$ cat src/hw/rtl/i2cmrr_pkg.sv
// Shared types and constants for the I2C combined register read master.
package i2cmrr_pkg;

  localparam int unsigned TIMER_BITS_DEFAULT = 16;
  localparam int unsigned CFG_DATA_W         = 16;

  localparam logic [6:0]  DEV_ADDR_RESET    = 7'd85;
  localparam logic [15:0] PHASE_TICKS_RESET = 16'd50;
  localparam logic [15:0] STRETCH_RESET     = 16'd100;

  typedef enum logic [1:0] {
    CFG_DEV_ADDR    = 2'd0,
    CFG_PHASE_TICKS = 2'd1,
    CFG_STRETCH     = 2'd2
  } cfg_idx_e;

  typedef enum logic [4:0] {
    S_IDLE      = 5'd0,
    S_START     = 5'd1,
    S_ADDR_W    = 5'd2,
    S_CMD       = 5'd3,
    S_RESTART   = 5'd4,
    S_ADDR_R    = 5'd5,
    S_READ      = 5'd6,
    S_STOP_OK   = 5'd7,
    S_STOP_FAIL = 5'd8
  } seq_state_e;

  typedef struct packed {
    logic [6:0]  device_address;
    logic [15:0] phase_ticks;
    logic [15:0] stretch_timeout;
  } cfg_t;

  typedef struct packed {
    logic        scl_pull_low;
    logic        sda_pull_low;
    logic        busy;
    logic        done;
    logic        success;
    logic [15:0] read_value;
  } res_t;

endpackage

$ cat src/hw/rtl/i2cmrr_seq.sv
// Bus sequencer: one tick per beat, phase timing, byte shifting and line drive.
module i2cmrr_seq #(
  parameter int unsigned TIMER_BITS = i2cmrr_pkg::TIMER_BITS_DEFAULT
) (
  input  logic              clk_i,
  input  logic              rst_ni,
  input  logic              tick_i,
  input  i2cmrr_pkg::cfg_t  cfg_i,
  input  logic              start_request_i,
  input  logic [7:0]        register_command_i,
  input  logic [1:0]        read_length_i,
  input  logic              sda_level_i,
  input  logic              scl_level_i,
  output i2cmrr_pkg::res_t  res_o
);
  import i2cmrr_pkg::*;

  localparam int unsigned CW = (TIMER_BITS + 1 > 16) ? TIMER_BITS + 1 : 16;
  localparam logic [CW-1:0] TMASK    = CW'((64'd1 << TIMER_BITS) - 64'd1);
  localparam logic [CW-1:0] PLEN_MAX = CW'(64'd1 << TIMER_BITS);

  seq_state_e            state_q, state_d;
  logic [3:0]            bc_q, bc_d;
  logic [1:0]            phase_q, phase_d;
  logic [TIMER_BITS-1:0] ptimer_q, ptimer_d;
  logic [TIMER_BITS-1:0] stimer_q, stimer_d;
  logic [7:0]            shift_q, shift_d;
  logic [15:0]           word_q, word_d;
  logic                  bidx_q, bidx_d;
  logic [7:0]            cmd_q, cmd_d;
  logic                  len2_q, len2_d;

  logic [CW-1:0] plen, slim, pt_next;
  logic          waits, is_send, more, ok, done;
  logic [15:0]   value;

  always_comb begin
    is_send = (state_q == S_ADDR_W) || (state_q == S_CMD) || (state_q == S_ADDR_R);
    more    = !bidx_q && len2_q;
    if (is_send || state_q == S_READ) begin
      waits = (phase_q == 2'd2);
    end else if (state_q == S_RESTART || state_q == S_STOP_OK ||
                 state_q == S_STOP_FAIL) begin
      waits = (phase_q == 2'd1);
    end else begin
      waits = 1'b0;
    end
    plen = (cfg_i.phase_ticks == 16'd0) ? CW'(1) : CW'(cfg_i.phase_ticks);
    if (plen > PLEN_MAX) plen = PLEN_MAX;
    slim = CW'(cfg_i.stretch_timeout);
    if (slim > TMASK) slim = TMASK;
    pt_next = CW'(ptimer_q) + CW'(1);
  end

  always_comb begin
    state_d  = state_q;
    bc_d     = bc_q;
    phase_d  = phase_q;
    ptimer_d = ptimer_q;
    stimer_d = stimer_q;
    shift_d  = shift_q;
    word_d   = word_q;
    bidx_d   = bidx_q;
    cmd_d    = cmd_q;
    len2_d   = len2_q;
    ok       = 1'b0;
    done     = 1'b0;
    value    = 16'd0;
    if (state_q == S_IDLE) begin
      if (start_request_i) begin
        cmd_d    = register_command_i;
        len2_d   = read_length_i[1];
        state_d  = S_START;
        bc_d     = 4'd0;
        phase_d  = 2'd0;
        ptimer_d = '0;
        stimer_d = '0;
        bidx_d   = 1'b0;
        word_d   = 16'd0;
        shift_d  = 8'd0;
      end
    end else if (ptimer_q == '0 && waits && !scl_level_i && CW'(stimer_q) < slim) begin
      stimer_d = stimer_q + TIMER_BITS'(1);
    end else if (pt_next >= plen) begin
      ptimer_d = '0;
      stimer_d = '0;
      if (phase_q == 2'd3) begin
        phase_d = 2'd0;
        case (state_q)
          S_START: begin
            state_d = S_ADDR_W;
            shift_d = {cfg_i.device_address, 1'b0};
            bc_d    = 4'd0;
          end
          S_ADDR_W, S_CMD, S_ADDR_R: begin
            if (bc_q < 4'd8) begin
              shift_d = {shift_q[6:0], 1'b0};
              bc_d    = bc_q + 4'd1;
            end else begin
              bc_d = 4'd0;
              if (sda_level_i) begin
                state_d = S_STOP_FAIL;
              end else if (state_q == S_ADDR_W) begin
                state_d = S_CMD;
                shift_d = cmd_q;
              end else if (state_q == S_CMD) begin
                state_d = S_RESTART;
              end else begin
                state_d = S_READ;
                shift_d = 8'd0;
                bidx_d  = 1'b0;
                word_d  = 16'd0;
              end
            end
          end
          S_READ: begin
            if (bc_q < 4'd8) begin
              shift_d = {shift_q[6:0], sda_level_i};
              bc_d    = bc_q + 4'd1;
            end else begin
              word_d  = bidx_q ? {shift_q, word_q[7:0]} : {8'd0, shift_q};
              bc_d    = 4'd0;
              shift_d = 8'd0;
              if (more) bidx_d = 1'b1;
              else state_d = S_STOP_OK;
            end
          end
          S_RESTART: begin
            state_d = S_ADDR_R;
            shift_d = {cfg_i.device_address, 1'b1};
            bc_d    = 4'd0;
          end
          S_STOP_OK, S_STOP_FAIL: begin
            ok      = (state_q == S_STOP_OK);
            value   = (state_q == S_STOP_OK) ? word_q : 16'd0;
            state_d = S_IDLE;
            bc_d    = 4'd0;
            done    = 1'b1;
          end
          default: ;
        endcase
      end else begin
        phase_d = phase_q + 2'd1;
      end
    end else begin
      ptimer_d = ptimer_q + TIMER_BITS'(1);
    end
  end

  // line drive after this tick
  always_comb begin
    res_o              = '0;
    res_o.busy         = (state_d != S_IDLE);
    res_o.done         = done;
    res_o.success      = ok;
    res_o.read_value   = value;
    case (state_d)
      S_START: begin
        res_o.sda_pull_low = (phase_d >= 2'd1);
        res_o.scl_pull_low = (phase_d >= 2'd2);
      end
      S_ADDR_W, S_CMD, S_ADDR_R: begin
        res_o.scl_pull_low = (phase_d < 2'd2);
        res_o.sda_pull_low = (bc_d < 4'd8) && !shift_d[7];
      end
      S_READ: begin
        res_o.scl_pull_low = (phase_d < 2'd2);
        res_o.sda_pull_low = (bc_d >= 4'd8) && !bidx_d && len2_d;
      end
      S_RESTART: begin
        res_o.scl_pull_low = (phase_d == 2'd0) || (phase_d == 2'd3);
        res_o.sda_pull_low = (phase_d >= 2'd2);
      end
      S_STOP_OK, S_STOP_FAIL: begin
        res_o.scl_pull_low = (phase_d == 2'd0);
        res_o.sda_pull_low = (phase_d <= 2'd1);
      end
      default: ;
    endcase
  end

  always_ff @(posedge clk_i or negedge rst_ni) begin
    if (!rst_ni) begin
      state_q  <= S_IDLE;
      bc_q     <= 4'd0;
      phase_q  <= 2'd0;
      ptimer_q <= '0;
      stimer_q <= '0;
      shift_q  <= 8'd0;
      word_q   <= 16'd0;
      bidx_q   <= 1'b0;
      cmd_q    <= 8'd0;
      len2_q   <= 1'b0;
    end else if (tick_i) begin
      state_q  <= state_d;
      bc_q     <= bc_d;
      phase_q  <= phase_d;
      ptimer_q <= ptimer_d;
      stimer_q <= stimer_d;
      shift_q  <= shift_d;
      word_q   <= word_d;
      bidx_q   <= bidx_d;
      cmd_q    <= cmd_d;
      len2_q   <= len2_d;
    end
  end

endmodule

$ cat src/hw/rtl/i2c_master_register_read.sv
// Top level of the I2C combined register read master.
// The result of an accepted tick beat is registered and appears as its result beat in the cycle after it.
// Throughput: one beat per cycle unless stalled; the sequencer steps once per accepted beat.
// The input stalls only while the output register holds a beat that is stalled.
// Reset clears the sequencer to idle and loads the register defaults.
module i2c_master_register_read #(
  parameter int unsigned TIMER_BITS = i2cmrr_pkg::TIMER_BITS_DEFAULT
) (
  input  logic                              clk_i,
  input  logic                              rst_ni,
  input  logic                              cfg_we_i,
  input  logic [1:0]                        cfg_index_i,
  input  logic [i2cmrr_pkg::CFG_DATA_W-1:0] cfg_data_i,
  input  logic                              in_valid_i,
  output logic                              in_stall_o,
  input  logic                              start_request_i,
  input  logic [7:0]                        register_command_i,
  input  logic [1:0]                        read_length_i,
  input  logic                              sda_level_i,
  input  logic                              scl_level_i,
  output logic                              out_valid_o,
  input  logic                              out_stall_i,
  output logic                              scl_pull_low_o,
  output logic                              sda_pull_low_o,
  output logic                              busy_res_o,
  output logic                              done_res_o,
  output logic                              success_o,
  output logic [15:0]                       read_value_o
);
  import i2cmrr_pkg::*;

  cfg_t cfg_q;
  res_t res, res_q;
  logic out_valid_q, accept;

  assign in_stall_o = out_valid_q && out_stall_i;
  assign accept     = in_valid_i && !in_stall_o;

  always_ff @(posedge clk_i or negedge rst_ni) begin
    if (!rst_ni) begin
      cfg_q.device_address  <= DEV_ADDR_RESET;
      cfg_q.phase_ticks     <= PHASE_TICKS_RESET;
      cfg_q.stretch_timeout <= STRETCH_RESET;
    end else if (cfg_we_i) begin
      case (cfg_idx_e'(cfg_index_i))
        CFG_DEV_ADDR:    cfg_q.device_address  <= cfg_data_i[6:0];
        CFG_PHASE_TICKS: cfg_q.phase_ticks     <= cfg_data_i[15:0];
        CFG_STRETCH:     cfg_q.stretch_timeout <= cfg_data_i[15:0];
        default: ;
      endcase
    end
  end

  i2cmrr_seq #(
    .TIMER_BITS(TIMER_BITS)
  ) u_seq (
    .clk_i              (clk_i),
    .rst_ni             (rst_ni),
    .tick_i             (accept),
    .cfg_i              (cfg_q),
    .start_request_i    (start_request_i),
    .register_command_i (register_command_i),
    .read_length_i      (read_length_i),
    .sda_level_i        (sda_level_i),
    .scl_level_i        (scl_level_i),
    .res_o              (res)
  );

  always_ff @(posedge clk_i or negedge rst_ni) begin
    if (!rst_ni) begin
      out_valid_q <= 1'b0;
    end else begin
      out_valid_q <= accept || (out_valid_q && out_stall_i);
    end
  end

  always_ff @(posedge clk_i) begin
    if (accept) begin
      res_q <= res;
    end
  end

  assign out_valid_o    = out_valid_q;
  assign scl_pull_low_o = res_q.scl_pull_low;
  assign sda_pull_low_o = res_q.sda_pull_low;
  assign busy_res_o     = res_q.busy;
  assign done_res_o     = res_q.done;
  assign success_o      = res_q.success;
  assign read_value_o   = res_q.read_value;

`ifndef SYNTHESIS
  a_success_needs_done: assert property (@(posedge clk_i) disable iff (!rst_ni)
    (out_valid_q && res_q.success) |-> res_q.done)
    else $error("success without done");
  a_done_not_busy: assert property (@(posedge clk_i) disable iff (!rst_ni)
    (out_valid_q && res_q.done) |-> !res_q.busy)
    else $error("done while still busy");
  a_fail_value_zero: assert property (@(posedge clk_i) disable iff (!rst_ni)
    (out_valid_q && !res_q.success) |-> (res_q.read_value == 16'd0))
    else $error("read value nonzero without success");
  a_stalled_beat_held: assert property (@(posedge clk_i) disable iff (!rst_ni)
    (out_valid_q && out_stall_i) |=> (out_valid_q && $stable(res_q)))
    else $error("stalled result beat changed");
`endif

endmodule
$ cat config.mk
export PLATFORM = sky130hd
export DESIGN_NAME = i2c_master_register_read
export DESIGN_NICKNAME = d
export VERILOG_FILES = /design/src/hw/rtl/i2cmrr_pkg.sv /design/src/hw/rtl/i2cmrr_seq.sv /design/src/hw/rtl/i2c_master_register_read.sv
export SDC_FILE = /design/constraint.sdc
export NUM_CORES = 1
export LEC_CHECK = 0
export ABC_CLOCK_PERIOD_IN_PS = 4600
export BUFFER_PORTS_ARGS = -buffer_cell sky130_fd_sc_hd__buf_2
export CAP_MARGIN = 20
export CORE_MARGIN = 3
export CORE_UTILIZATION = 25
export CTS_CLUSTER_DIAMETER = 150
export DETAILED_ROUTE_END_ITERATION = 7
export PLACE_DENSITY = 0.38
export REMOVE_ABC_BUFFERS = 1
export SYNTH_ARGS = -nofsm -noshare
export SYNTH_HDL_FRONTEND = slang
export SYNTH_HIERARCHICAL = 1
export SYNTH_SLANG_ARGS = --single-unit
$ cat constraint.sdc
create_clock -name clk_i -period 4.6 [get_ports clk_i]
set_clock_uncertainty 0.2 [all_clocks]
set_input_delay 0.46 -clock clk_i [delete_from_list [all_inputs] [get_ports clk_i]]
set_output_delay 0.46 -clock clk_i [all_outputs]
set_load 0.1 [all_outputs]
Word level (Yosys, flattened, before mapping)
Index checks and enable logic that the tools add are counted.
{"block": "totals", "ff_bits": 138}
{"block": "classes", "eq_ne": 32, "order_cmp": 10, "addsub": 5, "n_reduce_logical": 50, "mux": 73, "bitwise_logic": 4}
{"operator": "$mux 16", "count": 18}
{"operator": "$mux 8", "count": 10}
{"operator": "$mux 5", "count": 10}
{"operator": "$eq 5x3->1 const B", "count": 8}
{"operator": "$add 16x1->16 const B", "count": 2}
{"operator": "$logic_not 16->1", "count": 2}
{"operator": "$pmux 16 s2", "count": 1}
{"operator": "$pmux 8 s4", "count": 1}
{"operator": "$pmux 5 s5", "count": 1}
{"operator": "$mux 4", "count": 6}
{"operator": "$eq 5x2->1 const B", "count": 4}
{"operator": "$add 16x1->17 const B", "count": 1}
{"operator": "$ge 17x17->1", "count": 1}
{"operator": "$gt 17x17->1 const B", "count": 1}
{"operator": "$mux 17", "count": 1}
{"operator": "$lt 16x16->1", "count": 1}
{"operator": "$mux 1", "count": 16}
{"operator": "$mux 2", "count": 6}
{"operator": "$ne 3x3->1 const B", "count": 4}
{"operator": "$reduce_and 12->1", "count": 1}
{"operator": "$reduce_or 4->1", "count": 3}
{"operator": "$reduce_and 11->1", "count": 1}
{"operator": "$eq 5x1->1 const B", "count": 2}
{"operator": "$eq 5x4->1 const B", "count": 2}
{"operator": "34 further kinds", "count": 71}

Depth between registers and ports, before layout
Gate-level depths: netlist of the first run.
{"block": "depth", "ltp_word": 14, "depth_mapped": 18, "mapped_depth_nobuf": 17}

Cells and area by module
Netlist of the first run, hierarchy kept.
{"module": "i2cmrr_seq", "cells_per_inst": 692, "instances": 1, "area_each_um2": 5714.2}
{"module": "i2c_master_register_read", "cells_per_inst": 108, "instances": 1, "area_each_um2": 2183.3}

Worst setup path after synthesis of the first run
OpenSTA, ideal clock, no wires.
{"block": "synth_path", "path_type": "register to register", "startpoint": "register out_valid_q, in the netlist out_valid_o", "endpoint": "register u_seq.shift_q[0]", "t_required_ps": 4275, "synth_period_minus_slack_ps": 4349, "stages_incl_launch_ff": 9, "setup_ps": 125, "arrival_ps": 4024, "setup_slack_ps": 251, "path_cell_list": "dfrtp_1 and2_1 nor2b_1 clkbuf_1 and2_1 buf_2 nand2_1 a21oi_1 mux2_2"}
{"block": "synth_between", "elab_chain_cells": 4}
{"element": "start: declaration", "line": "i2c_master_register_read.sv:34", "rtl": "logic out_valid_q, accept;"}
{"element": "start signal: assignment", "line": "i2c_master_register_read.sv:73", "rtl": "out_valid_q <= accept || (out_valid_q && out_stall_i);"}
{"element": "$logic_and 1x1->1", "line": "i2c_master_register_read.sv:36", "rtl": "assign in_stall_o = out_valid_q && out_stall_i;"}
{"element": "net in_stall_o", "line": "i2c_master_register_read.sv:15", "rtl": "output logic in_stall_o,"}
{"element": "$logic_not 1->1", "line": "i2c_master_register_read.sv:37", "rtl": "assign accept = in_valid_i && !in_stall_o;"}
{"element": "$logic_and 1x1->1", "line": "i2c_master_register_read.sv:37"}
{"element": "net accept", "line": "i2c_master_register_read.sv:34"}
{"element": "$reduce_and 8->1 (no source line)"}
{"element": "end signal: assignment", "line": "i2cmrr_seq.sv:200", "rtl": "shift_q <= shift_d;"}
{"element": "end: declaration", "line": "i2cmrr_seq.sv:27", "rtl": "logic [7:0] shift_q, shift_d;"}
The timed path passes the listed nets, and every way through them passes these cells.
A chain may end at the register's enable or synchronous reset.

==> insert_results.sql, run 1 <==
INSERT INTO impl_metrics (metric_group, metric, value, unit) VALUES
('status', 'outcome', 'complete, no violations', ''),
('clock_tree', 'clk-insertion-delay-late', '430', 'ps'),
('routing', 'drtPass1Iterations', '5', ''),
('yosys', 'synth_xor_xnor_area_share', '2.00', '%'),
('timing', 'setup_repair_after_global_routing_missed_its_margin', 'false', ''),
('timing', 'fin_worst_hold_slack', '43.3', 'ps'),
('grt', 'first_global_vias', '6071', ''),
('grt', 'antenna_violations_before_repair', '0', ''),
('worst_setup_path', 'cell_repeated_most_along_the_worst_path', 'sky130_fd_sc_hd__nand3_1', ''),
('yosys', 'netlist_area', '7900', 'µm²'),
('final_layout', 'fill_cells', '3225', ''),
('worst_setup_path', 'worst-path-max-fanout', '7', ''),
('clock_tree', 'cts.reportedPaths.clkPinSlew', '60', 'ps'),
('yosys', 'syn-instance-count', '800', ''),
('routing', 'drcViolationCount', '0', ''),
('worst_setup_path', 'setup.worst_path.end', 'sda_pull_low_o$_DFFE_PP_', ''),
('die', 'floorplan.die_area', '33800', 'µm²'),
('worst_setup_path', 'slowest_stage', 'sky130_fd_sc_hd__or4_1', ''),
('final_layout', 'post_layout_nonfiller_instances', '1285', ''),
('yosys', 'yosys_register_bits', '138', ''),
('worst_setup_path', 'critPathMaxStageDelay', '610', 'ps'),
('yosys', 'synth_edf_count', '21', ''),
('grt', 'grt_use_total', '13.5', '%'),
('yosys', 'post-synth-top-area-cell', 'sky130_fd_sc_hd__dfrtp_1', ''),
('yosys', 'ys_async_rst_share', '84.8', '%'),
('yosys', 'synth.lib_cells_used.distinct', '75', ''),
('final_layout', 'syn2layout_area_growth', '19.6', '%'),
('clock_tree', 'cts.path.max_buffers', '2', ''),
('die', 'chipHeight', '184', 'µm'),
('timing', 'finalHoldViolations', '0', ''),
('yosys', 'syn-mean-instance-area', '9.87', 'µm²'),
('worst_setup_path', 'timing.rr.start', 'u_seq/ptimer_q[2]$_DFFE_PN0P_', ''),
('final_layout', 'area.sequential', '3570', 'µm²'),
('placement', 'finalWeightedCongestion', '0.755', ''),
('timing', 'timing.max_slew.rel_slack', '36.7', '%'),
('worst_setup_path', 'critical_path.reg2reg.endpoint', 'sda_pull_low_o$_DFFE_PP_', ''),
('timing', 'max_freq', '0.231', 'GHz'),
('final_layout', 'nNetsFinal', '951', ''),
('hold_path', 'hold_path.startpoint', 'in_valid_i', ''),
('worst_setup_path', 'crit_path_cell_trace', 'nand3_1 > or4_1 > nor2_1 > nand3_1 > xnor2_2 > ha_1 > nand3_1 > nor3_2 > o211ai_1 > nand3_4 > buf_4 > nand3_2 > or4_1 > mux2i_2 > a211o_1 > nand4_1', ''),
('yosys', 'post_synth_main_area_contributors', 'sky130_fd_sc_hd__dfrtp_1 (34%), sky130_fd_sc_hd__edfxtp_1 (8.0%), sky130_fd_sc_hd__mux2_2 (7.8%)', ''),
('final_layout', 'multi_input_area', '3980', 'µm²'),
('timing', 'tightestPinTransition', '949', 'ps'),
('pwr', 'cellLeakagePower', '4.16', 'nW'),
('routing', 'vias', '6055', ''),
('timing', 'final_period_minus_worst_setup_slack', '4330', 'ps'),
('final_layout', 'num_antenna_cells', '0', ''),
('worst_setup_path', 'cp_data_arrival_time', '4290', 'ps'),
('yosys', 'synth.top_cell.area_share', '33.9', '%'),
('hold_path', 'worstHoldPathType', 'in2reg', ''),
('worst_setup_path', 'reg2regPathDepth', '16', ''),
('placement', 'place_area', '8750', 'µm²'),
('clock_tree', 'numClockSinks', '138', ''),
('worst_setup_path', 'register_to_register_setup_slack', '270', 'ps'),
('yosys', 'main_combinational_cell_family_by_area_after_synthesis', 'simple AND/OR/NAND/NOR gates', ''),
('worst_setup_path', 'critical_path.endpoint_type', 'flop', ''),
('timing', 'slew_violations', '0', ''),
('yosys', 'synth_warnings', '6', ''),
('yosys', 'proportion_of_synthesized_chip_area_in_sequential_cells', '45.2', '%'),
('routing', 'avgViaCountPerCell', '4.71', ''),
('die', 'start_util', '25.6', '%'),
('yosys', 'mux_cell_area_share_after_synthesis', '8.60', '%'),
('worst_setup_path', 'cp_data_required_time', '4560', 'ps'),
('worst_setup_path', 'worst_setup_path_start_kind', 'flop', ''),
('yosys', 'synthAdderAreaFrac', '6.18', '%'),
('timing', 'min_period_over_period', '94.2', '%'),
('routing', 'antenna_left', '0', ''),
('worst_setup_path', 'worst_setup_path_startpoint', 'u_seq/ptimer_q[2]$_DFFE_PN0P_', ''),
('final_layout', 'post_route_cells_drive_above_1_share', '25.5', '%'),
('die', 'fp.coreArea', '30800', 'µm²'),
('pwr', 'powerDensity', '482', 'nW/µm²');
-- stage by stage --
step	power, mW	setup WS, ps
after floorplan	2.54	-489
after global placement	3.08	145
after detailed placement	3.08	128
after CTS	4.61	109
after global routing	4.86	6.99
final	4.56	266
-- synthesized netlist by cell type, types with 4 or more instances --
cell type / number
sky130_fd_sc_hd__o211ai_1: 4
sky130_fd_sc_hd__buf_4: 7
sky130_fd_sc_hd__o21ai_0: 68
sky130_fd_sc_hd__nand4_1: 7
sky130_fd_sc_hd__a21o_1: 5
sky130_fd_sc_hd__clkbuf_1: 18
sky130_fd_sc_hd__nor2_1: 47
sky130_fd_sc_hd__dfrtp_1: 107
sky130_fd_sc_hd__nand2_1: 87
sky130_fd_sc_hd__nand3_2: 4
sky130_fd_sc_hd__buf_2: 8
sky130_fd_sc_hd__or3_1: 5
sky130_fd_sc_hd__xnor2_1: 10
sky130_fd_sc_hd__and2_1: 14
sky130_fd_sc_hd__nor2b_1: 6
sky130_fd_sc_hd__nand3_1: 39
sky130_fd_sc_hd__a211oi_1: 4
sky130_fd_sc_hd__o31ai_1: 4
sky130_fd_sc_hd__xor2_1: 8
sky130_fd_sc_hd__inv_1: 53
sky130_fd_sc_hd__nor3b_1: 4
sky130_fd_sc_hd__ha_1: 39
sky130_fd_sc_hd__nor4_1: 15
sky130_fd_sc_hd__a21oi_1: 27
sky130_fd_sc_hd__nor3_1: 22
sky130_fd_sc_hd__a222oi_1: 6
sky130_fd_sc_hd__nand2b_1: 20
sky130_fd_sc_hd__dfstp_2: 10
sky130_fd_sc_hd__mux2_2: 55
sky130_fd_sc_hd__mux2i_1: 6
sky130_fd_sc_hd__edfxtp_1: 21
sky130_fd_sc_hd__and3_1: 9
-- flip-flops by register name, summed over array words and instances (netlist names) --
| register | flops |
|---|---|
| out_valid_o | 1 |
| u_seq/word_q | 16 |
| u_seq/phase_q | 2 |
| u_seq/bidx_q | 1 |
| read_value_o | 16 |
| scl_pull_low_o | 1 |
| u_seq/shift_q | 8 |
| u_seq/bc_q | 4 |
| sda_pull_low_o | 1 |
| u_seq/cmd_q | 8 |
| done_res_o | 1 |
| busy_res_o | 1 |
| success_o | 1 |
| u_seq/stimer_q | 16 |
| u_seq/state_q | 5 |
| u_seq/ptimer_q | 16 |
| cfg_q | 39 |
| u_seq/len2_q | 1 |
-- final cells by class --
type / instances / area share [%]
timing repair buffer: 95 / 6.09
inverter: 53 / 2.11
clock inverter: 14 / 2.03
sequential: 138 / 37.8
tap: 396 / 5.24
clock buffer: 18 / 4.65
multi-input combinational: 571 / 42.1
-- how the worst min path moves through the flow --
stage | end | slack [ps] | cells after the start
2_1_floorplan | cfg_q[0]$_DFFE_PN0P_ | -40 | 0
3_3_place_gp | u_seq/word_q[1]$_DFFE_PN0P_ | 240 | 2
3_5_place_dp | u_seq/word_q[4]$_DFFE_PN0P_ | 250 | 2
4_1_cts | out_valid_o$_DFF_PN0_ | 20 | 2
5_1_grt | out_valid_o$_DFF_PN0_ | 30 | 2
6_report | out_valid_o$_DFF_PN0_ | 40 | 2
-- layer usage --
layer | up-vias | track usage [%] | routed length (µm)
met3 | 17 | 2.18 | 588
met1 | 2949 | 19.4 | 11000
met5 | - | 0 | 0
met4 | 0 | 3.66 | 241
li1 | 3017 | - | -
met2 | 72 | 21.1 | 10100
-- placed cells by master, fill, tap and decap left out, types with 5 or more instances in the layout --
master	synthesis	routed
sky130_fd_sc_hd__ha_1	39	39
sky130_fd_sc_hd__buf_2	8	56
sky130_fd_sc_hd__o21ai_0	68	68
sky130_fd_sc_hd__and3_1	9	9
sky130_fd_sc_hd__nor3_1	22	19
sky130_fd_sc_hd__a21o_1	5	5
sky130_fd_sc_hd__nand2b_1	20	20
sky130_fd_sc_hd__nand2_1	87	86
sky130_fd_sc_hd__a21oi_1	27	27
sky130_fd_sc_hd__clkbuf_16	0	17
sky130_fd_sc_hd__inv_1	53	53
sky130_fd_sc_hd__edfxtp_1	21	21
sky130_fd_sc_hd__xor2_1	8	8
sky130_fd_sc_hd__dfstp_2	10	10
sky130_fd_sc_hd__mux2i_1	6	5
sky130_fd_sc_hd__xnor2_1	10	9
sky130_fd_sc_hd__mux2_2	55	55
sky130_fd_sc_hd__nor2_1	47	47
sky130_fd_sc_hd__and2_1	14	14
sky130_fd_sc_hd__nor4_1	15	14
sky130_fd_sc_hd__dfrtp_1	107	106
sky130_fd_sc_hd__a222oi_1	6	6
sky130_fd_sc_hd__nand3_1	39	39
sky130_fd_sc_hd__nand4_1	7	7
sky130_fd_sc_hd__buf_4	7	38
sky130_fd_sc_hd__nor2b_1	6	5
sky130_fd_sc_hd__or3_1	5	5
-- power by group --
group	internal (mW)	leakage [nW]	switching, mW
sequential	1.43	1.69	0.187
combinational	0.576	2.17	0.867
clock	0.925	0.303	0.572
-- worst max-delay path, delay by kind of cell, from the launching register on --
family	cells	cell delay, ps
compound gates	2	310
fa+ha+maj	1	300
flops	1	360
buf+inv	1	150
xor+xnor	1	190
mux	1	260
simple gates	10	2290
-- what timing repair did --
| item | CTS | global route |
|---|---|---|
| hold buffers | 1 | 0 |
| gates resized for setup | 0 | 11 |
| endpoints found under the hold margin | 3 | 0 |
| endpoints found under the setup margin | 0 | 12 |
-- cell families after synthesis --
kind of cell / Yosys count
flops: 138
mux: 61
simple gates: 304
fa+ha+maj: 39
xor+xnor: 18
compound gates: 149
buf+inv: 91
Note: power is estimated with default switching activity, not from simulation.
==> run 2, diff against run 1 <==
--- a/config.mk
+++ b/config.mk
@@ -12,7 +12,8 @@
 export CORE_UTILIZATION = 25
 export CTS_CLUSTER_DIAMETER = 150
 export DETAILED_ROUTE_END_ITERATION = 7
-export PLACE_DENSITY = 0.38
+export HOLD_SLACK_MARGIN = 0.05
+export PLACE_DENSITY = 0.5
 export REMOVE_ABC_BUFFERS = 1
 export SYNTH_ARGS = -nofsm -noshare
 export SYNTH_HDL_FRONTEND = slang
==> run 2 against run 1 <==
Wire length down 7.8%. Clock-buffer cell count up 5. Utilization up 0.21 points. Via count down 0.48%. Global-route usage down 1.2 points. Clock power up 5%. Fmax up 0.18%. Critical endpoint unchanged.
==> insert_results.sql, run 2 (synthesis gave the netlist of run 1 again) <==
INSERT INTO impl_metrics (metric_group, metric, value, unit) VALUES
('status', 'outcome', 'complete, no violations', ''),
('placement', 'dpl_worst_slack', '132', 'ps'),
('hold_path', 'worstHoldPathType', 'in2reg', ''),
('timing', 'min_period_over_period', '94.0', '%'),
('clock_tree', 'clk-insertion-delay-late', '430', 'ps'),
('die', 'start_util', '25.6', '%'),
('pwr', 'power.switching_fraction', '34.4', '%'),
('timing', 'max_freq', '0.231', 'GHz'),
('timing', 'slew_violations', '0', ''),
('worst_setup_path', 'reg2regPathDepth', '16', ''),
('worst_setup_path', 'cp_data_required_time', '4570', 'ps'),
('placement', 'dp.final_hpwl', '14700', 'µm'),
('worst_setup_path', 'register_to_register_setup_slack', '270', 'ps'),
('grt', 'overflow_left_after_global_routing', '0', ''),
('final_layout', 'final_cell_mix', 'sky130_fd_sc_hd__dfrtp_1 (107), sky130_fd_sc_hd__nand2_1 (87), sky130_fd_sc_hd__o21ai_0 (68), sky130_fd_sc_hd__buf_2 (56), sky130_fd_sc_hd__mux2_2 (55)', ''),
('routing', 'antenna_left', '0', ''),
('worst_setup_path', 'worst_setup_path_start_kind', 'flop', ''),
('clock_tree', 'cts.root.buffer_cell', 'sky130_fd_sc_hd__clkbuf_16', ''),
('final_layout', 'syn2layout_area_growth', '20.5', '%'),
('routing', 'vias', '6026', ''),
('clock_tree', 'cts.htree.levels', '4', ''),
('hold_path', 'hold_path.startpoint', 'register_command_i[3]', ''),
('grt', 'grt_first_pass_wirelength', '32600', 'µm'),
('clock_tree', 'cts.reportedPaths.clkPinSlew', '70', 'ps'),
('grt', 'first_global_vias', '5878', ''),
('die', 'dieWidth', '184', 'µm'),
('final_layout', 'num_antenna_cells', '0', ''),
('routing', 'drcViolationCount', '0', ''),
('final_layout', 'number_of_flip_flops_in_the_largest_register', '39', ''),
('placement', 'port_buffers', '57', ''),
('clock_tree', 'numClockSinks', '138', ''),
('pwr', 'comb_power_share', '30.3', '%'),
('pwr', 'worst_ir_drop_vdd', '0.235', 'mV'),
('clock_tree', 'tritoncts.num_buffers', '17', ''),
('pwr', 'powerDensity', '482', 'nW/µm²'),
('clock_tree', 'clock_tree_from_tritoncts', 'yes', ''),
('die', 'design.portCount', '59', ''),
('job', 'maxCapViolCount', '0', ''),
('pwr', 'power.share.sequential', '35.4', '%'),
('die', 'floorplan.die_area', '33800', 'µm²'),
('pwr', 'cell_internal_pwr', '3.01', 'mW'),
('hold_path', 'worst_hold_path.num_cells', '2', ''),
('final_layout', 'post_route_cells_drive_above_1_share', '24.4', '%'),
('timing', 'tightestPinTransition', '918', 'ps'),
('timing', 'setup_viol', '0', ''),
('pwr', 'cellLeakagePower', '4.19', 'nW'),
('die', 'fp.coreArea', '30800', 'µm²'),
('final_layout', 'largest_register', 'cfg_q', ''),
('die', 'fp-row-count', '64', ''),
('pwr', 'clock_network_fraction_of_design_power', '34.2', '%'),
('routing', 'drtPass1Iterations', '5', ''),
('worst_setup_path', 'worst-path-max-fanout', '5', ''),
('timing', 'timing.max_slew.rel_slack', '38.8', '%'),
('placement', 'finalWeightedCongestion', '0.809', ''),
('grt', 'grt_use_total', '12.3', '%'),
('timing', 'finalHoldViolations', '0', ''),
('pwr', 'total_power', '4.59', 'mW'),
('grt', 'antenna_violations_before_repair', '1', ''),
('worst_setup_path', 'critical_path.reg2reg.endpoint', 'sda_pull_low_o$_DFFE_PP_', ''),
('hold_path', 'end_of_the_worst_hold_path', 'u_seq/cmd_q[3]$_DFFE_PN0P_', ''),
('worst_setup_path', 'cp_data_arrival_time', '4290', 'ps'),
('pwr', 'switching_power', '1.58', 'mW'),
('timing', 'setup_repair_after_global_routing_missed_its_margin', 'false', ''),
('timing', 'fin_worst_hold_slack', '80.8', 'ps'),
('timing', 'setup_ws', '274', 'ps'),
('timing', 'final_period_minus_worst_setup_slack', '4330', 'ps'),
('die', 'chipHeight', '184', 'µm'),
('worst_setup_path', 'timing.rr.start', 'u_seq/ptimer_q[7]$_DFFE_PN0P_', ''),
('final_layout', 'nNetsFinal', '953', ''),
('worst_setup_path', 'critical_path.endpoint_type', 'flop', ''),
('routing', 'wirelength', '20300', 'µm'),
('routing', 'drt_iter0_drc', '388', ''),
('grt', 'grt_max_degree', '69', ''),
('routing', 'routedWlPerCell', '15.8', 'µm'),
('routing', 'avgViaCountPerCell', '4.68', ''),
('worst_setup_path', 'critical_path_class', 'reg2reg', ''),
('final_layout', 'layout_commonest_cell', 'sky130_fd_sc_hd__dfrtp_1', ''),
('clock_tree', 'cts.path.max_buffers', '2', '');
[run 2: cell count changes in the layout (fill, tap and decap cells not counted), sizes merged]
cell / before / now
dlygate4sd3: 1 / 9
buf: 94 / 87
clkbuf: 18 / 23
inv: 57 / 53
clkinvlp: 2 / 0
a31oi: 3 / 4
bufinv: 4 / 5
[run 2: worst max-delay path: stages (launching register included)]
cell and delay, ps:
sky130_fd_sc_hd__dfrtp_1 420, sky130_fd_sc_hd__nand3_1 140, sky130_fd_sc_hd__or4_4 560, sky130_fd_sc_hd__nor2_1 190, sky130_fd_sc_hd__nand3_1 150, sky130_fd_sc_hd__xnor2_2 190, sky130_fd_sc_hd__ha_1 300, sky130_fd_sc_hd__nand3_1 90
sky130_fd_sc_hd__nor3_2 280, sky130_fd_sc_hd__o211ai_1 150, sky130_fd_sc_hd__nand3_2 180, sky130_fd_sc_hd__nand2_1 210, sky130_fd_sc_hd__o31a_4 400, sky130_fd_sc_hd__nor2_1 230, sky130_fd_sc_hd__nand3b_1 180, sky130_fd_sc_hd__a211o_1 140
sky130_fd_sc_hd__nand4_1 90
[run 2: stage by stage]
| step | area (µm²) | utilization, % | cells | TNS [ps] |
|---|---|---|---|---|
| 4_1_cts | 9440 | 30.6 | 1283 | 0 |
| 3_5_place_dp | 8680 | 28.1 | 1242 | 0 |
| 5_1_grt | 9510 | 30.9 | 1287 | 0 |
| 3_3_place_gp | 8680 | 28.1 | 1242 | 0 |
| 6_report | 9510 | 30.9 | 1287 | 0 |
| 2_1_floorplan | 7680 | - | 762 | -8100 |
[run 2: layer usage]
| metal | global-route usage (%) | share of wire, % | vias to the layer above |
|---|---|---|---|
| li1 | - | - | 3019 |
| met1 | 17.0 | 49 | 2896 |
| met2 | 19.7 | 46 | 88 |
| met3 | 2.69 | 3.3 | 21 |
| met4 | 3.24 | 1.4 | 2 |
| met5 | 0 | 0.099 | - |
[run 2: worst max-delay path by stage]
| stage | startpoint | end | slack [ps] | cells after the start |
|---|---|---|---|---|
| after floorplan | out_valid_o$_DFF_PN0_ | u_seq/word_q[0]$_DFFE_PN0P_ | -490 | 8 |
| after global placement | u_seq/ptimer_q[4]$_DFFE_PN0P_ | sda_pull_low_o$_DFFE_PP_ | 160 | 15 |
| after detailed placement | u_seq/ptimer_q[4]$_DFFE_PN0P_ | sda_pull_low_o$_DFFE_PP_ | 130 | 17 |
| after CTS | u_seq/ptimer_q[4]$_DFFE_PN0P_ | sda_pull_low_o$_DFFE_PP_ | 100 | 17 |
| after global routing | u_seq/ptimer_q[7]$_DFFE_PN0P_ | sda_pull_low_o$_DFFE_PP_ | 20 | 16 |
| final | u_seq/ptimer_q[7]$_DFFE_PN0P_ | sda_pull_low_o$_DFFE_PP_ | 270 | 16 |
[run 2: final cells by class]
type | instances | area, µm²
tap | 396 | 495
clock buffer | 23 | 489
clock inverter | 9 | 185
multi-input combinational | 572 | 3970
timing repair buffer | 96 | 603
sequential | 138 | 3570
fill | 3154 | 21300
inverter | 53 | 199
[run 2: repair_timing]
item                                    4_1_cts  5_1_grt
gates resized for setup                       0        7
endpoints found under the setup margin        0       29
hold buffers                                  9        0
buffers inserted                              0        3
hold endpoints to repair                     71        0
[run 2: power by group through the flow]
stage	registers, mW	logic [mW]	clock network [mW]
floorplan	1.70	0.843	0
global placement	1.64	1.35	0
detailed placement	1.65	1.36	0
CTS	1.63	1.38	1.61
global route	1.66	1.56	1.66
finish	1.63	1.39	1.57
